**config.mk**
```make
export PLATFORM = sky130hd
export DESIGN_NAME = sff_ctrl
export DESIGN_NICKNAME = d
export VERILOG_FILES = /design/src/sv/sff_pkg.sv /design/src/sv/sff_ctrl.sv
export SDC_FILE = /design/constraint.sdc
export NUM_CORES = 1
export LEC_CHECK = 0
export ABC_CLOCK_PERIOD_IN_PS = 3400
export CAP_MARGIN = 20
export CORE_MARGIN = 2
export CORE_UTILIZATION = 25
export DETAILED_ROUTE_END_ITERATION = 8
export DONT_BUFFER_PORTS = 1
export SLEW_MARGIN = 5
export SYNTH_ARGS = -nofsm -noshare
export SYNTH_HDL_FRONTEND = slang
export SYNTH_SLANG_ARGS = --single-unit
```
**constraint.sdc**
```tcl
create_clock -name clk_i -period 3.4 [get_ports clk_i]
set_input_delay 0 -clock clk_i [delete_from_list [all_inputs] [get_ports clk_i]]
set_output_delay 0 -clock clk_i [all_outputs]
set_load 0.01 [all_outputs]
```
**src/sv/sff_pkg.sv**
```systemverilog
// Shared types for the smoke frame filter: action codes, the input item layout,
// the result layout and the controller/datapath command and status bundles.
// No dependencies.
package sff_pkg;

  typedef enum logic [2:0] {
    ACT_WRITE  = 3'd0,
    ACT_READ   = 3'd1,
    ACT_UPDATE = 3'd2,
    ACT_SEED   = 3'd3,
    ACT_MOVE   = 3'd4
  } action_e;

  // Request payload, last field in the lowest bits
  typedef struct packed {
    logic signed [8:0] move_dy;
    logic signed [8:0] move_dx;
    logic [7:0]        seed_below;
    logic [7:0]        seed_right;
    logic [7:0]        seed_left;
    logic [7:0]        seed_center;
    logic signed [1:0] drift;
    logic [7:0]        pixel_value;
    logic [7:0]        row;
    logic [7:0]        col;
  } item_t;

  typedef struct packed {
    logic [7:0] source_row;
    logic [7:0] source_col;
    logic       hit_bottom;
    logic [7:0] read_data;
  } result_t;

  localparam int unsigned InDataW  = 80;
  localparam int unsigned OutDataW = 32;

  typedef struct packed {
    logic clear;
    logic capture;
    logic pix_wr;
    logic pix_rd;
    logic seed_c;
    logic seed_l;
    logic seed_r;
    logic move;
    logic walk;
    logic load;
  } cmd_t;

  typedef struct packed {
    logic clear_done;
    logic walk_done;
  } status_t;

endpackage

```
**src/sv/sff_ctrl.sv**
```systemverilog
// Sequencer for the smoke frame filter: clearing pass, request decode,
// per-action steps and the output handshake. Depends on sff_pkg.
module sff_ctrl
  import sff_pkg::*;
(
  input  logic    clk_i,
  input  logic    rst_ni,
  input  logic    in_valid_i,
  input  logic    [2:0] action_i,
  input  logic    out_ready_i,
  input  status_t status_i,
  output logic    in_ready_o,
  output logic    out_valid_o,
  output cmd_t    cmd_o
);

  typedef enum logic [9:0] {
    ST_CLEAR  = 10'b00_0000_0001,
    ST_IDLE   = 10'b00_0000_0010,
    ST_WRPIX  = 10'b00_0000_0100,
    ST_RDPIX  = 10'b00_0000_1000,
    ST_SEED0  = 10'b00_0001_0000,
    ST_SEED1  = 10'b00_0010_0000,
    ST_SEED2  = 10'b00_0100_0000,
    ST_MOVE   = 10'b00_1000_0000,
    ST_WALK   = 10'b01_0000_0000,
    ST_RESULT = 10'b10_0000_0000
  } state_e;

  state_e  state_q, state_d;
  logic    out_valid_q, out_valid_d;
  action_e action;

  assign action      = action_e'(action_i);
  assign in_ready_o  = (state_q == ST_IDLE);
  assign out_valid_o = out_valid_q;

  always_comb begin
    state_d = state_q;
    cmd_o   = '0;
    unique case (state_q)
      ST_CLEAR: begin
        cmd_o.clear = 1'b1;
        if (status_i.clear_done) state_d = ST_IDLE;
      end
      ST_IDLE: begin
        if (in_valid_i) begin
          cmd_o.capture = 1'b1;
          unique case (action)
            ACT_WRITE:  state_d = ST_WRPIX;
            ACT_READ:   state_d = ST_RDPIX;
            ACT_UPDATE: state_d = ST_WALK;
            ACT_SEED:   state_d = ST_SEED0;
            ACT_MOVE:   state_d = ST_MOVE;
            default:    state_d = ST_RESULT;
          endcase
        end
      end
      ST_WRPIX: begin
        cmd_o.pix_wr = 1'b1;
        state_d      = ST_RESULT;
      end
      ST_RDPIX: begin
        cmd_o.pix_rd = 1'b1;
        state_d      = ST_RESULT;
      end
      ST_SEED0: begin
        cmd_o.seed_c = 1'b1;
        state_d      = ST_SEED1;
      end
      ST_SEED1: begin
        cmd_o.seed_l = 1'b1;
        state_d      = ST_SEED2;
      end
      ST_SEED2: begin
        cmd_o.seed_r = 1'b1;
        state_d      = ST_RESULT;
      end
      ST_MOVE: begin
        cmd_o.move = 1'b1;
        state_d    = ST_RESULT;
      end
      ST_WALK: begin
        cmd_o.walk = 1'b1;
        if (status_i.walk_done) state_d = ST_RESULT;
      end
      ST_RESULT: begin
        // wait for the output slot to free up
        if (!out_valid_q || out_ready_i) begin
          cmd_o.load = 1'b1;
          state_d    = ST_IDLE;
        end
      end
      default: state_d = ST_CLEAR;
    endcase
  end

  always_comb begin
    if (cmd_o.load) begin
      out_valid_d = 1'b1;
    end else if (out_ready_i) begin
      out_valid_d = 1'b0;
    end else begin
      out_valid_d = out_valid_q;
    end
  end

  always_ff @(posedge clk_i or negedge rst_ni) begin
    if (!rst_ni) begin
      state_q     <= ST_CLEAR;
      out_valid_q <= 1'b0;
    end else begin
      state_q     <= state_d;
      out_valid_q <= out_valid_d;
    end
  end

endmodule

```
==> impl_metrics.toml <==
[status]
status = "complete, no violations"

[logic_synthesis]
adder_and_majority_gate_portion_of_the_synthesized_area = 0
synth_nets = 92
yosysSeqAreaShare = 0.357
yosys_warnings = 0
post_synth_main_area_contributors = "dfrtp_1 (32%), nor3b_1 (12%), nor4_4 (5.5%), dfstp_2 (3.4%), xor2_1 (3.4%)"
synth.top_cell.area_share = 0.323
ys_types = 37
synth_enable_flop_cells = 0
post_synthesis_register_bit_count = 11
synth_most_common_cell = "nor3b_1"
synth_area_leader_cell = "dfrtp_1"
postSynthAreaPerCell_um2 = 9.33
synth.cell_area_um2 = 774
yosys.area_share.simple = 0.393
post_synth_xor_area_fraction = 0.0452
ys_dominant_reg_cell = "dfrtp_1"
synth_top_cells_by_count = "nor3b_1 (12), dfrtp_1 (10), nor2_1 (6)"
ys_async_sr_fraction = 1.00
synth-compound-area-share = 0.150
muxShareOfSynthArea = 0
combinational_family_with_the_most_area_after_synthesis = "simple AND/OR/NAND/NOR gates"
instance_count_of_the_mapped_netlist = 83

[clocking]
cts_root_buffer = "clkbuf_4"
tritoncts = "built"
cts_buffers = 3
htree_num_levels = 1
cts.clk_slew.worst_paths_ns = 0.07
clkSinkCount = 11
ctsResizeCount = 0
clk_path_buf_depth = 2
clkLatencyLatePin_ns = 0.26

[grt]
grt-ovfl-total = 0
maximum_number_of_pins_on_one_net_before_global_route_repair = 12
wire_length_of_the_first_global_routing_pass_mm = 3.08
vias_in_the_first_global_route = 671
antenna_found_initial = 0
gr-usage-all-layers = 0.114

[min_path]
holdCritPathClass = "input port to flop"
startpoint_of_the_tightest_hold_check_path = "in_valid_i"

[sta]
finalSetupViolations = 0
tightestPinTransition_ns = 0.508
slew_violations = 0
post-route-period-util = 0.694
relSlewSlack = 0.659
min_clock_period_post_route_ns = 2.36
rsz0062_at_grt = "no"
fin_setup_tns_ns = 0
timing.fmax_ghz = 0.424
clock-skew-final_ns = 0.00313
report.final.hold_viol_count = 0

[finish]
post-route-cell-area_um2 = 918
antennaDiodeCount = 0
proportion_of_layout_cells_with_a_drive_suffix_above_1 = 0.0978
area.growth.synth_to_final_pct = 18.6
num-nets-final = 102
final_core_util = 0.306

[critical_path]
timing.critical_path.required_ns = 3.60
critPathLaunch = "state_q[5]$_DFFE_PN0P_"
path_max_fanout = 9
worstSetupStartpointType = "flop"
crit_arrival_ns = 2.56
critical_path_start_end_classification = "flop to flop"
timing.critical_path.to_type = "flop"
crit-reg2reg-launch = "state_q[5]$_DFFE_PN0P_"

[placement]
place_area_um2 = 792
routabilityCongestion = 0.886
portBuffers = 0
place.detailed.hpwl_mm = 1.36

[power]
powerDensity_nw_per_um2 = 505
leakagePower_nw = 0.397
irDropWorstVdd_mv = 0.158
fin_total_pwr_w = 0.000464

[route]
post_route_drc_violation_count = 0
drt.antenna.violating_nets = 0
detailroute.via_count = 665
drt-vias-per-instance = 5.32
detailedRoute.firstPassIterationCount = 4
drt_first_iter_violations = 19
route.final.wire_length_mm = 1.79
detail_route.wl_per_cell_um = 14.3

[floorplanning]
die_height_um = 59.7
die-area_um2 = 3560
die_width_um = 59.7
placeableCoreArea_um2 = 3000
initial_core_util = 0.258
placementRows = 20
ioPinCount = 21

[job]
max_cap_violations = 0
metal layers:
metal | GRT usage | vias to the layer above | wire length (µm)
li1 | - | 328 | -
met5 | 0 | - | 0
met2 | 0.175 | 11 | 890
met1 | 0.162 | 324 | 839
met3 | 0.00866 | 2 | 40
met4 | 0.0476 | 0 | 17
critical path, cell delays in order, from the launching register on:
cell and delay (ns):
dfrtp_1 0.46, nor4_4 0.55, nand4_1 0.29, or2_1 0.30
nor3_1 0.13, dlygate4sd3_1 0.56
metrics by stage:
step / setup slack [ns] / hold slack (ns) / cells
after CTS: 1.05 / 0.0648 / 125
after detailed placement: 1.59 / -0.295 / 111
after global routing: 0.829 / 0.0929 / 125
final: 1.04 / 0.0684 / 125
after global placement: 1.65 / -0.295 / 111
after floorplan: 1.85 / -0.296 / 83
final timing paths:
path | slack [ns] | depth (start not counted) | endpoint
min reg2reg | 0.60 | 1 | state_q[5]$_DFFE_PN0P_
min in group asynchronous | 0.14 | 1 | state_q[2]$_DFFE_PN0P_
max in group asynchronous | 2.90 | 1 | state_q[0]$_DFFE_PN1P_
min | 0.07 | 3 | state_q[1]$_DFFE_PN0P_
max reg2reg | 1.04 | 5 | state_q[3]$_DFFE_PN0P_
max | 1.04 | 5 | state_q[3]$_DFFE_PN0P_
cell usage in the layout, fill, tap and decap left out, drive strengths merged, types with 2 or more instances in the layout:
cell type,instances
clkbuf,4
dfrtp,10
dlygate4sd3,10
inv,5
nand2,2
nand3,4
nor2,6
nor2b,2
nor3,4
nor3b,12
nor4,3
o21ai,5
or2,2
xor2,3
where the power goes:
group          switching [W]  total [W]  internal (W)
logic              0.0000986   0.000182     0.0000834
registers          0.0000417   0.000194      0.000153
clock network      0.0000421  0.0000874     0.0000453
total               0.000182   0.000464      0.000281
state kept, by name, indices dropped and copies added, names as in the netlist:
| signal | flops |
|---|---|
| out_valid_o | 1 |
| state_q | 10 |
area by class of cell:
cell class | instances | area [µm²]
multi-input combinational | 62 | 455
sequential | 11 | 277
clock buffer | 4 | 26.3
tap | 33 | 41.3
fill | 321 | 2080
timing repair buffer | 10 | 100
inverter | 5 | 18.8
cells by family (layout without fill, tap and decap cells):
| logic type | count (synthesis) | after routing |
|---|---|---|
| buf+inv | 10 | 19 |
| simple gates | 42 | 42 |
| flops | 11 | 11 |
| xor+xnor | 4 | 4 |
| compound gates | 16 | 16 |
repair_timing:
item                      4_1_cts  5_1_grt
buffers inserted                0        0
hold endpoints to repair       18        0
hold buffers                   10        0
Note: power is estimated with default switching activity, not from simulation.
